## src/sv/array_insert_delete_list_macros.svh

```systemverilog
// Assertion macros for the ordered-list RTL top level.
// Depends on clk and rst_n being visible in the module that uses them.
`ifndef ARRAY_INSERT_DELETE_LIST_MACROS_SVH
`define ARRAY_INSERT_DELETE_LIST_MACROS_SVH

// Same-cycle implication, checked outside reset.
`define AIDL_ASSERT_IMPL(lbl, ante, cons, msg) \
    lbl: assert property (@(posedge clk) disable iff (!rst_n) (ante) |-> (cons)) \
        else $error(msg);

// Next-cycle implication, checked outside reset.
`define AIDL_ASSERT_NEXT(lbl, ante, cons, msg) \
    lbl: assert property (@(posedge clk) disable iff (!rst_n) (ante) |=> (cons)) \
        else $error(msg);

`endif

```

## src/sv/aidl_pkg.sv

```systemverilog
// Shared types and constants for the ordered insert/delete list.
// No dependencies; used by aidl_cell and array_insert_delete_list.
package aidl_pkg;

    // Default number of list cells.
    localparam int DEF_LIST_DEPTH = 16;

    // Fixed field widths of the beats.
    localparam int VALUE_W  = 32;
    localparam int FUNC_W   = 2;
    localparam int POS_W    = 5;
    localparam int STATUS_W = 2;
    localparam int MIDX_W   = 4;
    localparam int COUNT_W  = 5;

    // Operation codes.
    typedef enum logic [FUNC_W-1:0] {
        FUNC_INSERT = 2'd0,
        FUNC_DELETE = 2'd1,
        FUNC_READ   = 2'd2
    } func_t;

    // Result status codes.
    typedef enum logic [STATUS_W-1:0] {
        ST_OK        = 2'd0,
        ST_FULL      = 2'd1,
        ST_NOT_FOUND = 2'd2,
        ST_RANGE     = 2'd3
    } status_t;

    // Command broadcast to every cell in the row.
    typedef struct packed {
        logic ins_go;   // accepted insert that passed its checks
        logic del_go;   // accepted delete (shifts only if a match exists)
    } cell_op_t;

endpackage

```

## src/sv/aidl_cell.sv

```systemverilog
// One list cell: holds an entry, compares it against the search value
// and shifts toward or away from its neighbors. Depends on aidl_pkg.
module aidl_cell #(
    parameter int CELL_IDX = 0,
    parameter int CNT_W    = 5
) (
    input  logic                              clk,
    input  aidl_pkg::cell_op_t                op,
    input  logic [CNT_W-1:0]                  pos,
    input  logic [CNT_W-1:0]                  count,
    input  logic signed [aidl_pkg::VALUE_W-1:0] value,
    input  logic signed [aidl_pkg::VALUE_W-1:0] left_data,
    input  logic signed [aidl_pkg::VALUE_W-1:0] right_data,
    input  logic                              prefix_in,
    output logic                              hit,
    output logic                              prefix_out,
    output logic signed [aidl_pkg::VALUE_W-1:0] data_out
);
    import aidl_pkg::*;

    localparam logic [CNT_W-1:0] IDX_V  = CNT_W'(CELL_IDX);
    localparam logic [CNT_W-1:0] NEXT_V = CNT_W'(CELL_IDX + 1);

    logic signed [VALUE_W-1:0] data_reg;
    logic signed [VALUE_W-1:0] data_next;

    // Compare only live entries; the match chain marks every cell at or
    // after the first match.
    assign hit        = (IDX_V < count) && (data_reg == value);
    assign prefix_out = prefix_in | hit;
    assign data_out   = data_reg;

    // Shift selection for insert and delete.
    always_comb
    begin
        data_next = data_reg;
        if (op.ins_go)
        begin
            if (IDX_V == pos)
                data_next = value;
            else if ((IDX_V > pos) && (IDX_V <= count))
                data_next = left_data;
        end
        else if (op.del_go)
        begin
            if (prefix_out && (NEXT_V < count))
                data_next = right_data;
        end
    end

    // Entry storage; contents are undefined until written.
    always_ff @(posedge clk)
    begin
        data_reg <= data_next;
    end

endmodule

```

## src/sv/array_insert_delete_list.sv

```systemverilog
// Top level of the ordered insert/delete list built from a row of cells.
// Depends on aidl_pkg, aidl_cell and array_insert_delete_list_macros.svh.
//
// Usage:
// - Input channel (in_valid / in_stall) carries one operation per beat:
//   func selects insert at position, delete first match, or read position.
// - Output channel (out_valid / out_stall) returns one result beat per
//   operation: status, read_value, match_index and entry_count.
// - The result is registered: the result of a beat accepted at one edge is
//   shown from the next cycle on. Throughput is one beat per cycle while
//   out_stall is low; the cell row compares and shifts all entries together
//   through a ripple match chain.
// - Reset empties the list (count zero) and drops any pending result;
//   entry contents are not cleared and are never read before written.
// - When the receiver stalls, the result register holds its beat and
//   in_stall rises, so no new operation is taken until it drains.
`include "array_insert_delete_list_macros.svh"

module array_insert_delete_list #(
    parameter int LIST_DEPTH = aidl_pkg::DEF_LIST_DEPTH
) (
    input  logic                                 clk,
    input  logic                                 rst_n,
    input  logic                                 in_valid,
    output logic                                 in_stall,
    input  logic [aidl_pkg::FUNC_W-1:0]          func,
    input  logic [aidl_pkg::POS_W-1:0]           position,
    input  logic signed [aidl_pkg::VALUE_W-1:0]  value,
    output logic                                 out_valid,
    input  logic                                 out_stall,
    output logic [aidl_pkg::STATUS_W-1:0]        status,
    output logic signed [aidl_pkg::VALUE_W-1:0]  read_value,
    output logic [aidl_pkg::MIDX_W-1:0]          match_index,
    output logic [aidl_pkg::COUNT_W-1:0]         entry_count
);
    import aidl_pkg::*;

    localparam int CNT_W = $clog2(LIST_DEPTH + 1);
    localparam int IDX_W = $clog2(LIST_DEPTH);
    localparam int CMP_W = (CNT_W > POS_W) ? CNT_W : POS_W;
    localparam int MI_W  = (IDX_W > MIDX_W) ? IDX_W : MIDX_W;
    localparam logic [CNT_W-1:0] FULL_V = CNT_W'(LIST_DEPTH);

    logic                     take;
    logic [CNT_W-1:0]         count_reg;
    logic [CNT_W-1:0]         count_next;
    logic [CMP_W-1:0]         pos_w;
    logic [CMP_W-1:0]         cnt_w;
    logic [CMP_W-1:0]         cnt_next_w;
    logic                     is_full;
    logic                     ins_pos_ok;
    logic                     rd_pos_ok;
    logic                     found;
    logic [MI_W-1:0]          idx_w;
    cell_op_t                 op;
    func_t                    fcode;

    logic signed [VALUE_W-1:0] cell_q [LIST_DEPTH];
    logic                      hit_v  [LIST_DEPTH];
    logic                      prefix [LIST_DEPTH+1];

    logic                      out_valid_reg;
    logic                      out_valid_next;
    status_t                   status_reg;
    status_t                   status_next;
    logic signed [VALUE_W-1:0] read_value_reg;
    logic signed [VALUE_W-1:0] read_value_next;
    logic [MIDX_W-1:0]         match_index_reg;
    logic [MIDX_W-1:0]         match_index_next;
    logic [COUNT_W-1:0]        entry_count_reg;
    logic [COUNT_W-1:0]        entry_count_next;

    // Handshake: take a beat whenever the result register is free or drains.
    assign in_stall = out_valid_reg && out_stall;
    assign take     = in_valid && !in_stall;
    assign fcode    = func_t'(func);

    // Range checks in a width that holds both the position and the count.
    assign pos_w      = CMP_W'(position);
    assign cnt_w      = CMP_W'(count_reg);
    assign is_full    = (count_reg == FULL_V);
    assign ins_pos_ok = (pos_w <= cnt_w);
    assign rd_pos_ok  = (pos_w < cnt_w);

    // Command for the cell row.
    assign op.ins_go = take && (fcode == FUNC_INSERT) && !is_full && ins_pos_ok;
    assign op.del_go = take && (fcode == FUNC_DELETE);

    // Row of cells with the first-match chain running from index 0 upward.
    assign prefix[0] = 1'b0;
    for (genvar i = 0; i < LIST_DEPTH; i++)
    begin : g_cell
        logic signed [VALUE_W-1:0] left_d;
        logic signed [VALUE_W-1:0] right_d;
        if (i == 0)
        begin : g_first
            assign left_d = value;
        end
        else
        begin : g_left
            assign left_d = cell_q[i-1];
        end
        if (i == LIST_DEPTH - 1)
        begin : g_last
            assign right_d = cell_q[i];
        end
        else
        begin : g_right
            assign right_d = cell_q[i+1];
        end
        aidl_cell #(
            .CELL_IDX (i),
            .CNT_W    (CNT_W)
        ) u_cell (
            .clk        (clk),
            .op         (op),
            .pos        (CNT_W'(pos_w)),
            .count      (count_reg),
            .value      (value),
            .left_data  (left_d),
            .right_data (right_d),
            .prefix_in  (prefix[i]),
            .hit        (hit_v[i]),
            .prefix_out (prefix[i+1]),
            .data_out   (cell_q[i])
        );
    end

    assign found = prefix[LIST_DEPTH];

    // Encode the index of the first match (one cell at most is first).
    always_comb
    begin
        idx_w = '0;
        for (int i = 0; i < LIST_DEPTH; i++)
        begin
            if (hit_v[i] && !prefix[i])
                idx_w = idx_w | MI_W'(i);
        end
    end

    // Count update.
    always_comb
    begin
        count_next = count_reg;
        if (op.ins_go)
            count_next = count_reg + CNT_W'(1);
        else if (op.del_go && found)
            count_next = count_reg - CNT_W'(1);
    end

    // Result fields for the accepted beat.
    always_comb
    begin
        status_next      = ST_OK;
        read_value_next  = '0;
        match_index_next = '0;
        cnt_next_w       = CMP_W'(count_next);
        entry_count_next = cnt_next_w[COUNT_W-1:0];
        case (fcode)
            FUNC_INSERT:
            begin
                if (is_full)
                    status_next = ST_FULL;
                else if (!ins_pos_ok)
                    status_next = ST_RANGE;
            end
            FUNC_DELETE:
            begin
                if (found)
                    match_index_next = idx_w[MIDX_W-1:0];
                else
                    status_next = ST_NOT_FOUND;
            end
            FUNC_READ:
            begin
                if (rd_pos_ok)
                    read_value_next = cell_q[pos_w[IDX_W-1:0]];
                else
                    status_next = ST_RANGE;
            end
            default:
            begin
                status_next = ST_OK;
            end
        endcase
    end

    // Output valid holds while stalled and loads on every accepted beat.
    assign out_valid_next = take || (out_valid_reg && out_stall);

    // Control registers.
    always_ff @(posedge clk or negedge rst_n)
    begin
        if (!rst_n)
        begin
            count_reg     <= '0;
            out_valid_reg <= 1'b0;
        end
        else
        begin
            count_reg     <= count_next;
            out_valid_reg <= out_valid_next;
        end
    end

    // Result payload registers.
    always_ff @(posedge clk)
    begin
        if (take)
        begin
            status_reg      <= status_next;
            read_value_reg  <= read_value_next;
            match_index_reg <= match_index_next;
            entry_count_reg <= entry_count_next;
        end
    end

    assign out_valid   = out_valid_reg;
    assign status      = status_reg;
    assign read_value  = read_value_reg;
    assign match_index = match_index_reg;
    assign entry_count = entry_count_reg;

    // Checks on the count and the result register.
    `AIDL_ASSERT_IMPL(a_count_max, 1'b1, count_reg <= FULL_V, "count exceeds depth")
    `AIDL_ASSERT_NEXT(a_take_valid, take, out_valid_reg, "accepted beat gave no result")
    `AIDL_ASSERT_NEXT(a_ins_count, op.ins_go, count_reg == $past(count_reg) + CNT_W'(1), "insert count")
    `AIDL_ASSERT_IMPL(a_full_status, take && (status_next == ST_FULL), is_full, "full status while not full")
    `AIDL_ASSERT_NEXT(a_idle_count, !take, count_reg == $past(count_reg), "count moved without a beat")

endmodule
```

## config.mk

```make
export PLATFORM = sky130hd
export DESIGN_NAME = array_insert_delete_list
export DESIGN_NICKNAME = d
export VERILOG_FILES = /design/src/sv/aidl_pkg.sv /design/src/sv/aidl_cell.sv /design/src/sv/array_insert_delete_list.sv
export VERILOG_INCLUDE_DIRS = /design/src /design/src/sv
export SDC_FILE = /design/constraint.sdc
export NUM_CORES = 2
export LEC_CHECK = 0
export BUFFER_PORTS_ARGS = -buffer_cell sky130_fd_sc_hd__buf_2
export CAP_MARGIN = 20
export CORE_UTILIZATION = 35
export DETAILED_ROUTE_END_ITERATION = 10
export MAX_ROUTING_LAYER = met4
export PLACE_DENSITY = 0.59
export SLEW_MARGIN = 20
export SYNTH_ARGS = -nofsm -noshare
export SYNTH_HDL_FRONTEND = slang
export SYNTH_SLANG_ARGS = --single-unit
export TNS_END_PERCENT = 20
```

## constraint.sdc

```tcl
create_clock -name clk -period 10.4 [get_ports clk]
set_clock_uncertainty 0.2 [all_clocks]
set_input_delay 2.08 -clock clk [delete_from_list [all_inputs] [get_ports clk]]
set_output_delay 2.08 -clock clk [all_outputs]
set_load 0.02 [all_outputs]
```

==> summary.txt <==
Logic synthesis
  – Number of flops mapped to enable cells by yosys: roughly 560
  – Commonest register cell after synthesis: edfxtp_1
  – Sequential share of the synthesized area: between 40% and 50%
  – Post-synthesis cell area: 38550 sq um
  – Gate count after technology mapping: between 3000 and 4000
  – Net count of the mapped netlist: roughly 3500
  – Average size of a mapped cell: approximately 11 sq um
  – Register bit total from synthesis: 561
  – Yosys cell types: 70
  – Synth Warn #: 0
  – Ys async rst share: roughly 1.1%

Clocking
  – CTS tree: done
  – CTS buffer count: 70
  – Clock sinks: around 560
  – Depth of the CTS H-tree: 3
  – Clock Path Buffers: 3
  – Clock-pin slew on the worst setup and hold paths: about 0.050 ns
  – Root Driver: clkbuf_16
  – Clock latency at the later pin of the worst-skew pair: around 0.65 ns
  – Post-CTS Setup Bufs: 0
  – PostCTS Resize Cnt: 0
  – CTS Hold Bufs: 0

Hold path
  – Worst Hold End: out_valid
  – Hold Path Stages: 2
  – Hold Crit Start: out_valid
  – Hold Crit Class: reg2reg

Worst setup path
  – Most numerous cell on the critical path: nor4_1
  – WP data arrival: between 6 and 7 ns
  – CP required: between 10 and 15 ns
  – Worst path cell trace: buf_2 > xor2_1 > nor4_1 > nand3_1 > nor4_1 > a2111o_1 > nor3_1 > a211oi_1 > or2_2 > buf_4
  – Startpoint types: primary input
  – Slowest-stage cell, CP: nor4_1
  – RR Startpoint: cnt_w[4]
  – Critical path class: in2reg
  – Buf/Inv on CP: 2
  – Setup slack, reg-to-reg: roughly 5.3 ns
  – CP endpoint kind: flip-flop
  – Worst R2R Path Depth: 9
  – Crit-path leading delay family: simple AND/OR/NAND/NOR gates
  – Critical path's largest stage delay: 0.94 ns
  – Reg-to-reg critical path endpoint: g_cell[3].u_cell.data_out[19]
  – Crit-path max FO: 32

Global route
  – First-pass GRT wire length: between 200000 and 250000 microns
  – Gr busiest metal: met2
  – GR Util met2: just under 40%
  – Total GRT Usage: ~27%
  – Initial antenna violation count: 10
  – Number of global-route vias before repair: roughly 27000
  – Gr ovfl total: 0
  – Largest net degree at the start of global routing: 272
  – M1 GR Usage: 35.31%
  – GR Util met3: under 10%

Finish
  – Filler cells: between 10000 and 15000
  – Layout cells sized above 1: approximately 15%
  – Area grow syn2layout: 9.021%
  – Post-Route Utilization: between 30% and 40%
  – Layout Cells excl Fill: slightly below 5000
  – Layout Nets: 3422
  – Max reg flops: between 500 and 600

Die
  – Die area: 111500 sq um
  – Initial Util: between 30% and 40%
  – Die height: ~330 microns
  – Number of I/O pins: 88
  – Placeable Area: approximately 110000 sq um
  – Row Count: approximately 120
  – Die Span X: approximately 330 microns

STA
  – Fin crit share: between 60% and 70%
  – Final Critical Period: approximately 6.4 ns
  – Final slew viol count: 0
  – Final Hold Vio Count: 0
  – Slew HR: ~22%
  – # setup viols final: 0
  – RSZ-0062 raised after global routing: false
  – Worst-margin pin slew: about 1.2 ns
  – FMAX: ~0.16 GHz
  – Post-route setup TNS: 0 ns

Pwr
  – Power per cell area: between 100 and 150 nW/um^2
  – Sw frac: between 20% and 30%
  – Leakage: between 15 and 20 nW
  – Seq pwr share: approximately 43%
  – Net Sw Power: between 0.0015 and 0.002 W
  – Pint: roughly 0.0044 W
  – Clock network fraction of total power: between 30% and 40%
  – Combinational fraction of design power: 16.9%
  – Maximum VDD drop: approximately 0.13 mV

Place
  – Hpwl dp: a little over 100000 microns
  – RD Place Congestion: 1.044
  – PortBufs: 87
  – DP Cell Count: 4710

Routing
  – First-pass detailed-route iteration total: 6
  – Via density: approximately 6
  – Vias: between 20000 and 30000
  – DRT iter0 DRCs: between 4000 and 5000
  – WL per Instance: 30.86 microns
  – # DRC: 0
  – Final ANT Viol Nets: 0
  – Routed wire length: 149400 microns

Job
  – Number of max-cap violations: 0

Run status
  – Status: complete, no violations
cell type report:
class,instances,area (sq um),area share [%]
Multi-Input combinational cell,2566,20110,47.86
Sequential cell,561,16820,40.02
Clock buffer,87,1911,4.546
Tap cell,1414,1769,4.210
Timing Repair Buffer,158,1036,2.465
Clock inverter,39,326.6,0.7771
Inverter,12,45.04,0.1072
Antenna cell,3,7.507,0.01786
layout by cell type, fill, tap and decap left out, drive strengths merged, types with 4 or more instances in the layout:
master  count
and2        4
and3        4
xor2      299
nor4       81
buf       157
a21o        4
o31ai       9
nand3      25
nor3       17
o21ai     462
nand4      69
xnor2     217
edfxtp    555
inv        15
or4         7
nand2     577
or2         6
mux4      160
a21oi      14
ha         10
clkinv     29
clkbuf     88
nor2b      37
mux2       32
bufinv      5
mux2i     448
nor2       31
nor3b       4
dfrtp       6
layer usage:
layer	wire length, microns	up-vias
li1	-	12490
met1	58190	14652
met2	66840	1809
met3	15930	286
met4	8432	0
met5	0	-
worst register-to-register path, delay by kind of cell, from the launching register on:
| family | cells | cell delay, ns |
|---|---|---|
| AOI/OAI and AO/OA | 3 | 1.07 |
| adders and majority gates | 1 | 0.35 |
| buffers and inverters | 4 | 2.29 |
| DFF | 1 | 0.67 |
| and+or+nand+nor | 1 | 0.18 |
power by group through the flow:
stage | Combinational (W) | Sequential [W] | Clock, W
floorplan | 0.000692 | 0.00270 | 0
global placement | 0.00101 | 0.00273 | 0
detailed placement | 0.00102 | 0.00273 | 0
CTS | 0.00103 | 0.00268 | 0.00249
global route | 0.00111 | 0.00269 | 0.00257
finish | 0.00105 | 0.00269 | 0.00247
Yosys cell counts (3+ instances only):
cell / number / area [sq um]
and3_1: 4 / 25.02
and2_1: 4 / 25.02
o31ai_1: 9 / 67.56
a21oi_1: 13 / 65.06
buf_4: 53 / 397.9
o211ai_1: 3 / 22.52
buf_1: 43 / 161.4
nor3b_1: 4 / 30.03
buf_6: 40 / 450.4
a21o_1: 4 / 30.03
a31oi_1: 3 / 18.77
or4_1: 7 / 52.55
nor2b_1: 37 / 231.5
or2_2: 3 / 18.77
buf_2: 21 / 105.1
nor3_1: 16 / 80.08
ha_1: 10 / 125.1
nand2_1: 577 / 2166
inv_1: 10 / 37.54
mux4_2: 160 / 3603
clkbuf_1: 179 / 671.9
xnor2_1: 217 / 1901
or3_1: 3 / 18.77
dfrtp_1: 6 / 150.1
nand3_1: 25 / 125.1
mux2i_1: 448 / 4484
nand2b_1: 3 / 18.77
nor4_1: 79 / 494.2
xor2_1: 299 / 2619
nor2_1: 31 / 116.4
edfxtp_1: 555 / 16670
mux2_2: 32 / 360.4
nand4_1: 68 / 425.4
o21ai_0: 460 / 2302
nand3b_1: 3 / 22.52
logic make-up after synthesis:
kind of cell | count (synthesis) | synth area share (%)
simple gates | 875 | 10.29
flops | 561 | 43.63
compound gates | 525 | 7.333
fa+ha+maj | 10 | 0.3246
buf+inv | 349 | 4.791
xor+xnor | 516 | 11.72
mux | 640 | 21.92
per-stage QoR:
step	hold slack [ns]	setup slack, ns	total power (W)	area [sq um]
4_1_cts	0.3416	4.136	0.006196	41980
2_1_floorplan	0.3605	3.371	0.003397	38550
5_1_grt	0.3872	3.870	0.006372	42020
6_report	0.3455	3.970	0.006201	42020
3_5_place_dp	0.3238	3.496	0.003751	39740
3_3_place_gp	0.3035	3.345	0.003735	39730
worst max-delay path by stage:
stage,cells after the start,end,from
after CTS,8,g_cell[8].u_cell.data_out[19],value[0]
after floorplan,5,g_cell[4].u_cell.data_out[0],out_stall
after global routing,9,g_cell[2].u_cell.data_out[18],position[3]
after detailed placement,8,g_cell[8].u_cell.data_out[19],value[0]
final,10,g_cell[9].u_cell.data_out[14],value[0]
after global placement,8,g_cell[6].u_cell.data_out[18],value[0]
(Power assumes the default switching activity.)
